$ cat src/rtl/xed_pkg.sv
// Shared types, character constants and lookup functions of the XML entity decoder.
// No dependencies; used by every file under rtl.
package xed_pkg;

  localparam int CP_W = 21;
  localparam logic [CP_W-1:0] CP_MAX = 21'h10FFFF;

  // longest held prefix of a named entity: "&nbsp"
  localparam int NAMED_LEN = 5;

  localparam logic [7:0] CH_AMP   = 8'h26;
  localparam logic [7:0] CH_HASH  = 8'h23;
  localparam logic [7:0] CH_SEMI  = 8'h3B;
  localparam logic [7:0] CH_APOS  = 8'h27;
  localparam logic [7:0] CH_QUOT  = 8'h22;
  localparam logic [7:0] CH_LT    = 8'h3C;
  localparam logic [7:0] CH_GT    = 8'h3E;
  localparam logic [7:0] CH_SPACE = 8'h20;
  localparam logic [7:0] CH_ZERO  = 8'h30;
  localparam logic [7:0] CH_NINE  = 8'h39;

  typedef enum logic [4:0] {
    PH_IDLE, PH_AMP, PH_HASH, PH_DIG,
    PH_N, PH_NB, PH_NBS, PH_NBSP,
    PH_A, PH_AM, PH_AMPX, PH_AP, PH_APO, PH_APOS,
    PH_Q, PH_QU, PH_QUO, PH_QUOT,
    PH_L, PH_LT, PH_G, PH_GT
  } phase_t;

  typedef enum logic [1:0] {
    ST_IDLE,
    ST_FLUSH,
    ST_TAIL
  } seq_state_t;

  typedef struct packed {
    logic       hit;
    logic       done;
    phase_t     nxt;
    logic [7:0] ch;
  } arc_t;

  typedef struct packed {
    logic       from_pend;
    logic       lit;
    logic [1:0] last;
    logic [1:0] idx;
  } emit_ctl_t;

  function automatic arc_t arc_go(phase_t nxt);
    arc_t a;
    a.hit  = 1'b1;
    a.done = 1'b0;
    a.nxt  = nxt;
    a.ch   = '0;
    return a;
  endfunction

  function automatic arc_t arc_fin(logic [7:0] ch);
    arc_t a;
    a.hit  = 1'b1;
    a.done = 1'b1;
    a.nxt  = PH_IDLE;
    a.ch   = ch;
    return a;
  endfunction

  // Named-entity transitions; numeric phases are handled by the caller.
  function automatic arc_t arc_lookup(phase_t ph, logic [7:0] b);
    arc_t a;
    a.hit  = 1'b0;
    a.done = 1'b0;
    a.nxt  = PH_IDLE;
    a.ch   = '0;
    unique case (ph)
      PH_IDLE: if (b == CH_AMP) a = arc_go(PH_AMP);
      PH_AMP: begin
        if (b == CH_HASH) a = arc_go(PH_HASH);
        else if (b == "n") a = arc_go(PH_N);
        else if (b == "a") a = arc_go(PH_A);
        else if (b == "q") a = arc_go(PH_Q);
        else if (b == "l") a = arc_go(PH_L);
        else if (b == "g") a = arc_go(PH_G);
      end
      PH_N:    if (b == "b") a = arc_go(PH_NB);
      PH_NB:   if (b == "s") a = arc_go(PH_NBS);
      PH_NBS:  if (b == "p") a = arc_go(PH_NBSP);
      PH_NBSP: if (b == CH_SEMI) a = arc_fin(CH_SPACE);
      PH_A: begin
        if (b == "m") a = arc_go(PH_AM);
        else if (b == "p") a = arc_go(PH_AP);
      end
      PH_AM:   if (b == "p") a = arc_go(PH_AMPX);
      PH_AMPX: if (b == CH_SEMI) a = arc_fin(CH_AMP);
      PH_AP:   if (b == "o") a = arc_go(PH_APO);
      PH_APO:  if (b == "s") a = arc_go(PH_APOS);
      PH_APOS: if (b == CH_SEMI) a = arc_fin(CH_APOS);
      PH_Q:    if (b == "u") a = arc_go(PH_QU);
      PH_QU:   if (b == "o") a = arc_go(PH_QUO);
      PH_QUO:  if (b == "t") a = arc_go(PH_QUOT);
      PH_QUOT: if (b == CH_SEMI) a = arc_fin(CH_QUOT);
      PH_L:    if (b == "t") a = arc_go(PH_LT);
      PH_LT:   if (b == CH_SEMI) a = arc_fin(CH_LT);
      PH_G:    if (b == "t") a = arc_go(PH_GT);
      PH_GT:   if (b == CH_SEMI) a = arc_fin(CH_GT);
      default: ;
    endcase
    return a;
  endfunction

  // Index of the last UTF-8 byte for a code point (0 to 3).
  function automatic logic [1:0] utf8_last(logic [CP_W-1:0] cp);
    logic [1:0] l;
    priority if (cp < 21'h80) l = 2'd0;
    else if (cp < 21'h800) l = 2'd1;
    else if (cp < 21'h10000) l = 2'd2;
    else l = 2'd3;
    return l;
  endfunction

endpackage

$ cat src/rtl/xed_acc.sv
// Decimal accumulate unit: code point times ten plus one digit, saturating.
// Depends on xed_pkg.
module xed_acc (
  input  logic [xed_pkg::CP_W-1:0] cp_in,
  input  logic [3:0]               digit,
  output logic [xed_pkg::CP_W-1:0] cp_out
);

  localparam int SUM_W = xed_pkg::CP_W + 4;

  logic [SUM_W-1:0] sum;

  // x*10 = x*8 + x*2
  assign sum = {1'b0, cp_in, 3'b000} + {3'b000, cp_in, 1'b0} + SUM_W'(digit);

  assign cp_out = (sum > SUM_W'(xed_pkg::CP_MAX)) ? xed_pkg::CP_MAX
                                                  : sum[xed_pkg::CP_W-1:0];

endmodule

$ cat src/rtl/xed_emit.sv
// Output byte former: picks a held byte, a literal byte or one UTF-8 byte.
// Depends on xed_pkg.
module xed_emit (
  input  xed_pkg::emit_ctl_t       ctl,
  input  logic [7:0]               pend_byte,
  input  logic [xed_pkg::CP_W-1:0] tail_cp,
  output logic [7:0]               emit_byte
);

  always_comb begin
    priority if (ctl.from_pend) begin
      emit_byte = pend_byte;
    end else if (ctl.lit) begin
      emit_byte = tail_cp[7:0];
    end else begin
      unique case ({ctl.last, ctl.idx})
        4'b00_00: emit_byte = {1'b0, tail_cp[6:0]};
        4'b01_00: emit_byte = {3'b110, tail_cp[10:6]};
        4'b01_01: emit_byte = {2'b10, tail_cp[5:0]};
        4'b10_00: emit_byte = {4'b1110, tail_cp[15:12]};
        4'b10_01: emit_byte = {2'b10, tail_cp[11:6]};
        4'b10_10: emit_byte = {2'b10, tail_cp[5:0]};
        4'b11_00: emit_byte = {5'b11110, tail_cp[20:18]};
        4'b11_01: emit_byte = {2'b10, tail_cp[17:12]};
        4'b11_10: emit_byte = {2'b10, tail_cp[11:6]};
        4'b11_11: emit_byte = {2'b10, tail_cp[5:0]};
        default:  emit_byte = '0;
      endcase
    end
  end

endmodule

$ cat src/rtl/xml_entity_decoder_core.sv
// XML character entity decoder, top level. A byte is taken while the sequencer is idle; its
// output beats follow from the flush and tail states. An item giving k output bytes stalls
// the input until they are sent (k up to PEND_DEPTH + 1); a byte only held does not stall.
// The single output register emits one beat per cycle unless out_stall is high, which sets the drain rate.
// Reset (rst, synchronous, active high) returns to idle with nothing pending; the
// pending buffer itself is not cleared, only its fill count.
// Depends on xed_pkg, xed_acc and xed_emit.
module xml_entity_decoder_core #(
  parameter int MAX_DIGITS = 7
) (
  input  logic       clk,
  input  logic       rst,
  input  logic       in_valid,
  output logic       in_stall,
  input  logic [7:0] in_byte,
  input  logic       in_end,
  output logic       out_valid,
  input  logic       out_stall,
  output logic [7:0] out_byte,
  output logic       run_last,
  output logic       text_done
);

  // Buffer holds "&#" plus digits, or the longest named prefix.
  localparam int PEND_DEPTH = (MAX_DIGITS + 2 > xed_pkg::NAMED_LEN) ? MAX_DIGITS + 2
                                                                   : xed_pkg::NAMED_LEN;
  localparam int CNT_W = $clog2(PEND_DEPTH + 1);
  localparam int IDX_W = $clog2(PEND_DEPTH);
  localparam int DIG_W = $clog2(MAX_DIGITS + 1);
  localparam int CPW   = xed_pkg::CP_W;

  // Sequencer and match state
  xed_pkg::seq_state_t state, state_next;
  xed_pkg::phase_t     phase, phase_next;
  logic [CNT_W-1:0]    count, count_next;
  logic [CPW-1:0]      cp, cp_next;
  logic [DIG_W-1:0]    dcount, dcount_next;

  // Pending buffer
  logic [7:0]          pend [PEND_DEPTH];
  logic                pend_we;

  // Current job: flush of held bytes, then an optional tail
  logic [CNT_W-1:0]    flush_n, flush_n_next;
  logic [CNT_W-1:0]    pos, pos_next;
  logic                tail_on, tail_on_next;
  logic                tail_lit, tail_lit_next;
  logic [CPW-1:0]      tail_cp, tail_cp_next;
  logic [1:0]          tail_last, tail_last_next;
  logic [1:0]          tidx, tidx_next;
  logic                job_end, job_end_next;

  // Output register
  logic                out_valid_next;
  logic [7:0]          out_byte_next;
  logic                run_last_next;
  logic                text_done_next;

  logic                accept;
  logic                out_free;
  logic                is_dig;
  logic                hold_first;
  logic                hold_more;
  logic                hold;
  logic                num_done;
  logic                named_done;
  logic                flush_last;
  logic                tail_final;
  logic                beat_last;
  logic [CPW-1:0]      acc_cp;
  logic [CPW-1:0]      done_cp;
  logic [7:0]          emit_byte;
  logic [7:0]          pend_byte;
  xed_pkg::arc_t       arc;
  xed_pkg::emit_ctl_t  emit_ctl;

  assign in_stall = (state != xed_pkg::ST_IDLE);
  assign accept   = in_valid && !in_stall;
  assign out_free = !out_valid || !out_stall;

  // Classify the incoming byte against the match state
  assign is_dig     = (in_byte >= xed_pkg::CH_ZERO) && (in_byte <= xed_pkg::CH_NINE);
  assign arc        = xed_pkg::arc_lookup(phase, in_byte);
  assign hold_first = (phase == xed_pkg::PH_HASH) && is_dig;
  assign hold_more  = (phase == xed_pkg::PH_DIG) && is_dig
                      && (dcount < DIG_W'(MAX_DIGITS));
  assign num_done   = (phase == xed_pkg::PH_DIG) && (in_byte == xed_pkg::CH_SEMI);
  assign named_done = arc.hit && arc.done;
  assign hold       = hold_first || hold_more || (arc.hit && !arc.done);
  assign done_cp    = num_done ? cp : CPW'(arc.ch);

  // Shared digit unit: the code point register is zero on the first digit
  xed_acc u_acc (
    .cp_in  (cp),
    .digit  (in_byte[3:0]),
    .cp_out (acc_cp)
  );

  always_comb begin
    emit_ctl.from_pend = (state == xed_pkg::ST_FLUSH);
    emit_ctl.lit       = tail_lit;
    emit_ctl.last      = tail_last;
    emit_ctl.idx       = tidx;
  end

  xed_emit u_emit (
    .ctl       (emit_ctl),
    .pend_byte (pend_byte),
    .tail_cp   (tail_cp),
    .emit_byte (emit_byte)
  );

  assign flush_last = (pos == flush_n - CNT_W'(1));
  assign tail_final = (tidx == tail_last);

  // Next state of the sequencer
  always_comb begin
    state_next = state;
    unique case (state)
      xed_pkg::ST_IDLE: begin
        if (accept && (flush_n_next != '0 || tail_on_next)) begin
          state_next = (flush_n_next != '0) ? xed_pkg::ST_FLUSH : xed_pkg::ST_TAIL;
        end
      end
      xed_pkg::ST_FLUSH: begin
        if (out_free && flush_last) begin
          state_next = tail_on ? xed_pkg::ST_TAIL : xed_pkg::ST_IDLE;
        end
      end
      xed_pkg::ST_TAIL: begin
        if (out_free && tail_final) begin
          state_next = xed_pkg::ST_IDLE;
        end
      end
      default: state_next = xed_pkg::ST_IDLE;
    endcase
  end

  // Datapath and outputs
  always_comb begin
    phase_next     = phase;
    count_next     = count;
    cp_next        = cp;
    dcount_next    = dcount;
    pend_we        = 1'b0;
    flush_n_next   = flush_n;
    pos_next       = pos;
    tail_on_next   = tail_on;
    tail_lit_next  = tail_lit;
    tail_cp_next   = tail_cp;
    tail_last_next = tail_last;
    tidx_next      = tidx;
    job_end_next   = job_end;
    out_valid_next = out_valid && out_stall;
    out_byte_next  = out_byte;
    run_last_next  = run_last;
    text_done_next = text_done;
    beat_last      = 1'b0;

    unique case (state)
      xed_pkg::ST_IDLE: begin
        if (accept) begin
          // Set up a fresh job: literal tail of the input byte by default
          job_end_next   = in_end;
          pos_next       = '0;
          tidx_next      = '0;
          flush_n_next   = '0;
          tail_on_next   = 1'b0;
          tail_lit_next  = 1'b1;
          tail_cp_next   = CPW'(in_byte);
          tail_last_next = '0;

          priority if (hold) begin
            if (in_end) begin
              // Held prefix plus this byte go out literally
              flush_n_next = count;
              tail_on_next = 1'b1;
              phase_next   = xed_pkg::PH_IDLE;
              count_next   = '0;
              cp_next      = '0;
              dcount_next  = '0;
            end else begin
              pend_we    = 1'b1;
              count_next = count + CNT_W'(1);
              if (hold_first || hold_more) begin
                phase_next  = xed_pkg::PH_DIG;
                cp_next     = acc_cp;
                dcount_next = hold_first ? DIG_W'(1) : dcount + DIG_W'(1);
              end else begin
                phase_next = arc.nxt;
              end
            end
          end else if (num_done || named_done) begin
            // Entity complete: drop the prefix, send the character
            tail_on_next   = 1'b1;
            tail_lit_next  = 1'b0;
            tail_cp_next   = done_cp;
            tail_last_next = xed_pkg::utf8_last(done_cp);
            phase_next     = xed_pkg::PH_IDLE;
            count_next     = '0;
            cp_next        = '0;
            dcount_next    = '0;
          end else begin
            // Broken entity: flush the prefix, then handle the byte afresh
            flush_n_next = count;
            tail_on_next = (in_byte != xed_pkg::CH_AMP) || in_end;
            cp_next      = '0;
            dcount_next  = '0;
            if (in_byte == xed_pkg::CH_AMP && !in_end) begin
              // Entry zero already holds the ampersand
              phase_next = xed_pkg::PH_AMP;
              count_next = CNT_W'(1);
            end else begin
              phase_next = xed_pkg::PH_IDLE;
              count_next = '0;
            end
          end
        end
      end
      xed_pkg::ST_FLUSH: begin
        if (out_free) begin
          beat_last      = flush_last && !tail_on;
          out_valid_next = 1'b1;
          out_byte_next  = emit_byte;
          run_last_next  = beat_last;
          text_done_next = beat_last && job_end;
          pos_next       = pos + CNT_W'(1);
        end
      end
      xed_pkg::ST_TAIL: begin
        if (out_free) begin
          beat_last      = tail_final;
          out_valid_next = 1'b1;
          out_byte_next  = emit_byte;
          run_last_next  = beat_last;
          text_done_next = beat_last && job_end;
          tidx_next      = tidx + 2'd1;
        end
      end
      default: ;
    endcase
  end

  // Control registers
  always_ff @(posedge clk) begin
    if (rst) begin
      state     <= xed_pkg::ST_IDLE;
      phase     <= xed_pkg::PH_IDLE;
      count     <= '0;
      cp        <= '0;
      dcount    <= '0;
      out_valid <= 1'b0;
    end else begin
      state     <= state_next;
      phase     <= phase_next;
      count     <= count_next;
      cp        <= cp_next;
      dcount    <= dcount_next;
      out_valid <= out_valid_next;
    end
  end

  // Job and beat payload
  always_ff @(posedge clk) begin
    flush_n   <= flush_n_next;
    pos       <= pos_next;
    tail_on   <= tail_on_next;
    tail_lit  <= tail_lit_next;
    tail_cp   <= tail_cp_next;
    tail_last <= tail_last_next;
    tidx      <= tidx_next;
    job_end   <= job_end_next;
    out_byte  <= out_byte_next;
    run_last  <= run_last_next;
    text_done <= text_done_next;
  end

  // Pending buffer: append at the fill count; the read is registered from the next
  // drain position, so the held byte is ready when the flush beat is formed
  always_ff @(posedge clk) begin
    if (pend_we) begin
      pend[count[IDX_W-1:0]] <= in_byte;
    end
    pend_byte <= pend[pos_next[IDX_W-1:0]];
  end

  // Held prefix never outgrows the buffer
  assert property (@(posedge clk) disable iff (rst)
    count <= CNT_W'(PEND_DEPTH))
    else $error("pending count beyond buffer depth");

  // Digit count only lives inside a numeric reference
  assert property (@(posedge clk) disable iff (rst)
    (phase != xed_pkg::PH_DIG) |-> (dcount == '0))
    else $error("digit count set outside a numeric reference");

  // Saturation keeps the code point in range
  assert property (@(posedge clk) disable iff (rst)
    cp <= xed_pkg::CP_MAX)
    else $error("code point above the Unicode range");

  // The final beat of a text leaves nothing pending
  assert property (@(posedge clk) disable iff (rst)
    (out_valid && !out_stall && text_done) |->
      (phase == xed_pkg::PH_IDLE && count == '0))
    else $error("bytes still pending at end of text");

endmodule
$ cat config.mk
export PLATFORM = sky130hd
export DESIGN_NAME = xml_entity_decoder_core
export DESIGN_NICKNAME = d
export VERILOG_FILES = /design/src/rtl/xed_pkg.sv /design/src/rtl/xed_acc.sv /design/src/rtl/xed_emit.sv /design/src/rtl/xml_entity_decoder_core.sv
export SDC_FILE = /design/constraint.sdc
export NUM_CORES = 1
export LEC_CHECK = 0
export ABC_AREA = 1
export BUFFER_PORTS_ARGS = -buffer_cell sky130_fd_sc_hd__buf_4
export CORE_MARGIN = 2
export CORE_UTILIZATION = 63
export CTS_CLUSTER_SIZE = 25
export DETAILED_ROUTE_END_ITERATION = 12
export PLACE_DENSITY_LB_ADDON = 0.25
export SYNTH_ARGS = -nofsm -noshare
export SYNTH_HDL_FRONTEND = slang
export SYNTH_SLANG_ARGS = --single-unit
$ cat constraint.sdc
create_clock -name clk -period 3.9 [get_ports clk]
set_clock_uncertainty 0.05 [all_clocks]
set_input_delay 0.195 -clock clk [delete_from_list [all_inputs] [get_ports clk]]
set_output_delay 0.195 -clock clk [all_outputs]
set_load 0.03 [all_outputs]
Word-level counts from Yosys, hierarchy flattened
Memories as Yosys holds them, arrays and structs flattened. A register that Yosys moved wholly into a read port is not among the register bits.
Index checks and enable logic that the tools add are counted.
W data, S select, Z words.
Operators by class
  add/subtract/negate cells: 7
  multiply operators: 0
  divide/modulo/power cells: 0
  order comparisons: 7
  eq/ne operators: 57
  shift-type cells: 0
  muxes and demuxes: 89
  bitwise operators: 1
  reduce and logical (&&, ||, !) cells: 47
Operators with widths (count)
  $mux W15: 26
  $pmux W15 S20: 1
  $mux W21: 5
  $eq A8 B7 Y1 const B: 12
  $pmux W8 S7: 1
  $eq A5 B4 Y1 const B: 8
  $mux W4: 9
  $mux W8: 4
  $eq A5 B5 Y1 const B: 6
  $eq A4 B4 Y1 const B: 7
  $add A24 B22 Y25: 1
  $add A25 B4 Y25: 1
  $gt A25 B21 Y1 const B: 1
  $eq A8 B6 Y1 const B: 3
  $mux W1: 24
  $lt A21 B12 Y1 const B: 1
  $lt A21 B17 Y1 const B: 1
  $lt A21 B8 Y1 const B: 1
  $eq A5 B3 Y1 const B: 4
  $logic_and A1 B1 Y1: 16
  $mux W5: 3
  $mux W2: 7
  $mux W3: 4
  $reduce_and A3 Y1: 4
  other kinds (34): 58
Word-level totals
  register bits after elaboration: 82
  bits in latches: 0
  memory bits (writable): 72
  ROM bits: 0
  bits of input ports: 13
  output and inout port bits: 12
  memories kept: 1
Memory list
  pend: depth 9, bits a word 8, rd ports 1, clocked after Yosys merged registers in 1, write ports 1, line xml_entity_decoder_core.sv:40  | logic [7:0] pend [PEND_DEPTH];

Depth between registers and ports, before layout
  depth in word-level cells: 19
  depth in mapped cells: 20

Cells and area by module
A second synthesis with hierarchy kept.
Unflattened totals
  cell total of the unflattened synthesis: 1234
  area total of the unflattened synthesis: 9834.4 um2
Modules (own cells, without submodules)
  xml_entity_decoder_core: times used 1, cells each 782, area each 7309.5 um2, sequential area each 4334.2 um2
  xed_acc: times used 1, cells each 362, area each 2055.7 um2, sequential area each 0.0 um2
  xed_emit: times used 1, cells each 90, area each 469.2 um2, sequential area each 0.0 um2

Worst setup path before layout
No wires, ideal clock.
  path kind: register -> register
  start point: register cp[0]
  end point: register cp[7]
  library setup time: 0.132 ns
  data arrival time: 2.752 ns
  required time: 3.718 ns
  path slack: 0.966 ns
  cell stages (with the launch flop): 16
  path buffers: 1
  path through: dfxtp_1 inv_1 fa_1 fa_1 o21ai_2 a21oi_2 o21ai_1 a21oi_1 xnor2_1 nor2_1 nand3_1 a21oi_1 buf_2 nand2_1 nand2_1 a21oi_1
Between the ends
  cells in the longest elaborated chain, start to end: 7
RTL lines
  start, declared: line xml_entity_decoder_core.sv:36  | logic [CPW-1:0] cp, cp_next;
  start signal, assigned: line xml_entity_decoder_core.sv:257  | cp <= cp_next;
  $add A24 B22 Y25 (*): line xed_acc.sv:14  | assign sum = {1'b0, cp_in, 3'b000} + {3'b000, cp_in, 1'b0} + SUM_W'(digit);
  $add A25 B4 Y25 (*): line xed_acc.sv:14
  $gt A25 B21 Y1: line xed_acc.sv:16  | assign cp_out = (sum > SUM_W'(xed_pkg::CP_MAX)) ? xed_pkg::CP_MAX
  $mux W21 (*): line xed_acc.sv:16
  $mux W21 (*): line xml_entity_decoder_core.sv:185  | if (hold_first || hold_more) begin
  $mux W21 (*): line xml_entity_decoder_core.sv:174  | if (in_end) begin
  $mux W21 (*): line xml_entity_decoder_core.sv:173  | priority if (hold) begin
Mark *: on every way between the ends. The rest lies on a longest branch, timed or not. The select of a mux whose other input is x is not followed.
A chain may end at the register's enable or synchronous reset.

Worst setup path in the final report
  start point: register cp[2]
  end point: register cp[13]
The elaborated chain is that of the path after synthesis.

==> impl_metrics.ini <==
[cts]
cts.path.max_buffers = 2
cts.htree.levels = 4
tritoncts = done
cts_buffers = 17
clkLatencyLatePin_ns = 0.43
cts.repair.resized = 0
root_buffer = sky130_fd_sc_hd__clkbuf_16
clkTransAtPathRegs_ns = 0.07
count_of_clock_tree_sinks = 162

[pwr]
total_power_w = 0.00511
max-vdd-ir-drop_mv = 0.386
power.leakage_nw = 4.21
power.density_cell_area_nw_per_um2 = 498

[setup_path]
cp_cell_sequence = inv_1 -> fa_1 -> fa_1 -> o21ai_2 -> a21oi_2 -> o21ai_1 -> a21oi_1 -> xnor2_1 -> nor2_1 -> nand3_1 -> a21oi_1 -> buf_4 -> nand2_1 -> nand2_1 -> a21oi_1
timing.critical_path.mode_cell = sky130_fd_sc_hd__a21oi_1
critical_path.endpoint_type = flop
cp-startpoint = cp[2]
cp_data_arrival_time_ns = 3.54
timing.critical_path.slowest_cell_delay_ns = 0.49
crit_type = flop to flop
crit_path_start_kind = flop
r2r-start = cp[2]
crit_path_max_fanout = 14
cpLargestDelayFamily = adder cells
worst_path_max_delay_cell = sky130_fd_sc_hd__fa_1
buffer_and_inverter_count_on_the_worst_path = 2
cp.required_ns = 4.15

[sta]
layout_setup_ws_ns = 0.608
final_layout_setup_total_negative_slack_ns = 0
maxSlewViolCount = 0
achievable-frequency_mhz = 304
timing.max_slew.rel_slack_pct = 38.2
report.final.hold_viol_count = 0
min_period_over_period_pct = 84.4
post-route-min-period_ns = 3.29
worst_slew_pin_slew_ns = 0.926
timing.final.setup_violations = 0
grt_setup_unrepaired = no

[grt]
groute.usage.overall_pct = 29.6
grt.overflow.total = 0
antenna_found_initial = 0
grt_pass1_wl_um = 37100
number_of_global_route_vias_before_repair = 7410
grt_max_degree = 34

[drt]
wl_per_cell_um = 17.2
drt-vias-per-instance = 5.93
first_pass_iters = 5
initialDrtViolationCount = 792
routed-via-count = 7832
totalWireLength_um = 22700
drcViolationCount = 0
number_of_nets_still_failing_antenna_checks_after_routing = 0

[logic_synthesis]
synth_largest_type_area_fraction_pct = 35.5
synthCells = 1092
syn-num-nets = 1162
synth_warnings = 0
fraction_of_registers_with_async_set_reset_pct = 0
synth_sequential_area_ratio_pct = 47.0
ys.flop_type = sky130_fd_sc_hd__edfxtp_1
avgSynthCellArea_um2 = 8.44
synth_area_um2 = 9220
yosys.area.top_type = sky130_fd_sc_hd__edfxtp_1
synth-edff-count = 109
number_of_storage_elements_in_the_synthesis_netlist = 162
synth.lib_cells_used.distinct = 50
synthTopCellsByArea = sky130_fd_sc_hd__edfxtp_1, sky130_fd_sc_hd__dfxtp_1, sky130_fd_sc_hd__nand2_1, sky130_fd_sc_hd__ha_1, sky130_fd_sc_hd__nor2_1

[floorplan]
num_io_pins = 25
area_of_the_core_um2 = 14400
chipWidth_um = 125
rows = 44
die_height_um = 125
floorplan.initialDensity_pct = 63.9
die_area_um2 = 15600

[cells_and_area]
area_growth_syn_to_layout_pct = 11.3
final_cells = 1321
final_common_cell = sky130_fd_sc_hd__nand2_1
post_route_cells_drive_above_1_share_pct = 10.7
antenna_diode_count = 0
layout_common_cells = sky130_fd_sc_hd__nand2_1, sky130_fd_sc_hd__nor2_1, sky130_fd_sc_hd__edfxtp_1
design.final.nets = 1194

[worst_hold_path]
hold_start = in_byte[3]
hold_class = primary input to flop

[placed_design]
dpl_worst_slack_ns = 0.565
place_hpwl_um = 15800
portbufs = 24
routabilityCongestion = 0.946
dp_cells = 1287

[status]
run_status = finished, final reports clean

[flow_run]
drv_cap = 0
==> path summary, 6_finish.rpt <==
path,end,slack [ns],cells past startpoint
max,cp[13],0.61,15
min,pend[4][3],0.02,1
min reg2reg,pend_byte[5],0.41,2
max reg2reg,cp[13],0.61,15
==> repair_timing <==
item | CTS | global route
setup buffers | 0 | 0
hold buffers | 2 | 0
endpoints found under the hold margin | 10 | 0
==> through the flow <==
stage | hold WS, ns | utilization [%] | cell area (µm²)
after detailed placement | 0.384 | 66.7 | 9620
after global placement | 0.383 | 66.7 | 9620
after CTS | 0.000519 | 71.2 | 10300
after global routing | 0.0178 | 71.2 | 10300
final | 0.0168 | 71.2 | 10300
after floorplan | 0.244 | - | 9220
==> registers in the layout, summed over array words and instances (netlist names), 3 cells and up <==
signal	count
phase	5
pend	72
out_byte	8
dcount	3
pend_byte	8
cp	21
flush_n	4
count	4
tail_cp	21
pos	4
==> kinds of logic (layout without fill, tap and decap cells) <==
logic type | after synthesis | count (layout) | synth area share, %
adder cells (fa/ha/maj) | 57 | 57 | 7.90
AND/OR/NAND/NOR | 478 | 478 | 22.3
XOR/XNOR | 25 | 25 | 2.37
buffers and inverters | 147 | 192 | 6.21
flip-flops | 162 | 162 | 47.0
AO/OA/AOI/OAI | 223 | 223 | 14.3
==> layout make-up <==
type	instances	area (µm²)
clock inverters	15	196
flip-flops and latches	162	4330
clock buffers	17	425
inverters	119	447
fillers	1078	4160
multi-input cells	783	4320
well taps	184	230
repair buffers	41	313
==> synthesized netlist by cell type (2+ instances only) <==
library cell / number
sky130_fd_sc_hd__nor4_1: 8
sky130_fd_sc_hd__fa_1: 2
sky130_fd_sc_hd__o211ai_1: 16
sky130_fd_sc_hd__dfxtp_1: 53
sky130_fd_sc_hd__nand2_1: 228
sky130_fd_sc_hd__o21bai_1: 3
sky130_fd_sc_hd__o21ai_1: 5
sky130_fd_sc_hd__a21o_1: 4
sky130_fd_sc_hd__a31oi_1: 3
sky130_fd_sc_hd__o2111ai_1: 5
sky130_fd_sc_hd__nand3_1: 41
sky130_fd_sc_hd__nand2_4: 3
sky130_fd_sc_hd__inv_2: 14
sky130_fd_sc_hd__ha_1: 55
sky130_fd_sc_hd__o21ai_0: 65
sky130_fd_sc_hd__nand3_2: 2
sky130_fd_sc_hd__o21a_1: 3
sky130_fd_sc_hd__nor3_1: 22
sky130_fd_sc_hd__buf_2: 2
sky130_fd_sc_hd__a211oi_1: 5
sky130_fd_sc_hd__nand4_1: 5
sky130_fd_sc_hd__xnor2_1: 12
sky130_fd_sc_hd__xor2_1: 13
sky130_fd_sc_hd__buf_4: 5
sky130_fd_sc_hd__nand2_2: 10
sky130_fd_sc_hd__o221ai_1: 9
sky130_fd_sc_hd__nor2_4: 5
sky130_fd_sc_hd__nor2_2: 6
sky130_fd_sc_hd__o21ai_2: 3
sky130_fd_sc_hd__a21oi_2: 3
sky130_fd_sc_hd__inv_1: 103
sky130_fd_sc_hd__a22oi_1: 4
sky130_fd_sc_hd__nor2_1: 142
sky130_fd_sc_hd__a21oi_1: 80
sky130_fd_sc_hd__clkinv_1: 2
sky130_fd_sc_hd__clkbuf_1: 20
sky130_fd_sc_hd__o22ai_1: 10
sky130_fd_sc_hd__edfxtp_1: 109
==> routing by layer <==
layer	track usage [%]	wire, µm	vias up
met2	48.6	10700	353
met4	10.8	595	0
met5	0	0	-
met3	5.09	1630	62
li1	-	-	3785
met1	40.0	9710	3632
==> report_power, final <==
part	internal [W]	total [W]	switching, W
logic	0.000365	0.00118	0.000811
registers	0.00207	0.00219	0.000117
clock network	0.00103	0.00175	0.000720
total	0.00346	0.00511	0.00165
==> worst register-to-register path, delay by kind of cell, from the launching register on <==
family                     cells  cell delay (ns)
and+or+nand+nor                4             0.35
adders and majority gates      2             0.98
buffers and inverters          2             0.31
AOI/OAI and AO/OA              6             0.94
xor gates and xnor gates       1             0.16
DFF                            1             0.37
(Power assumes the default switching activity.)
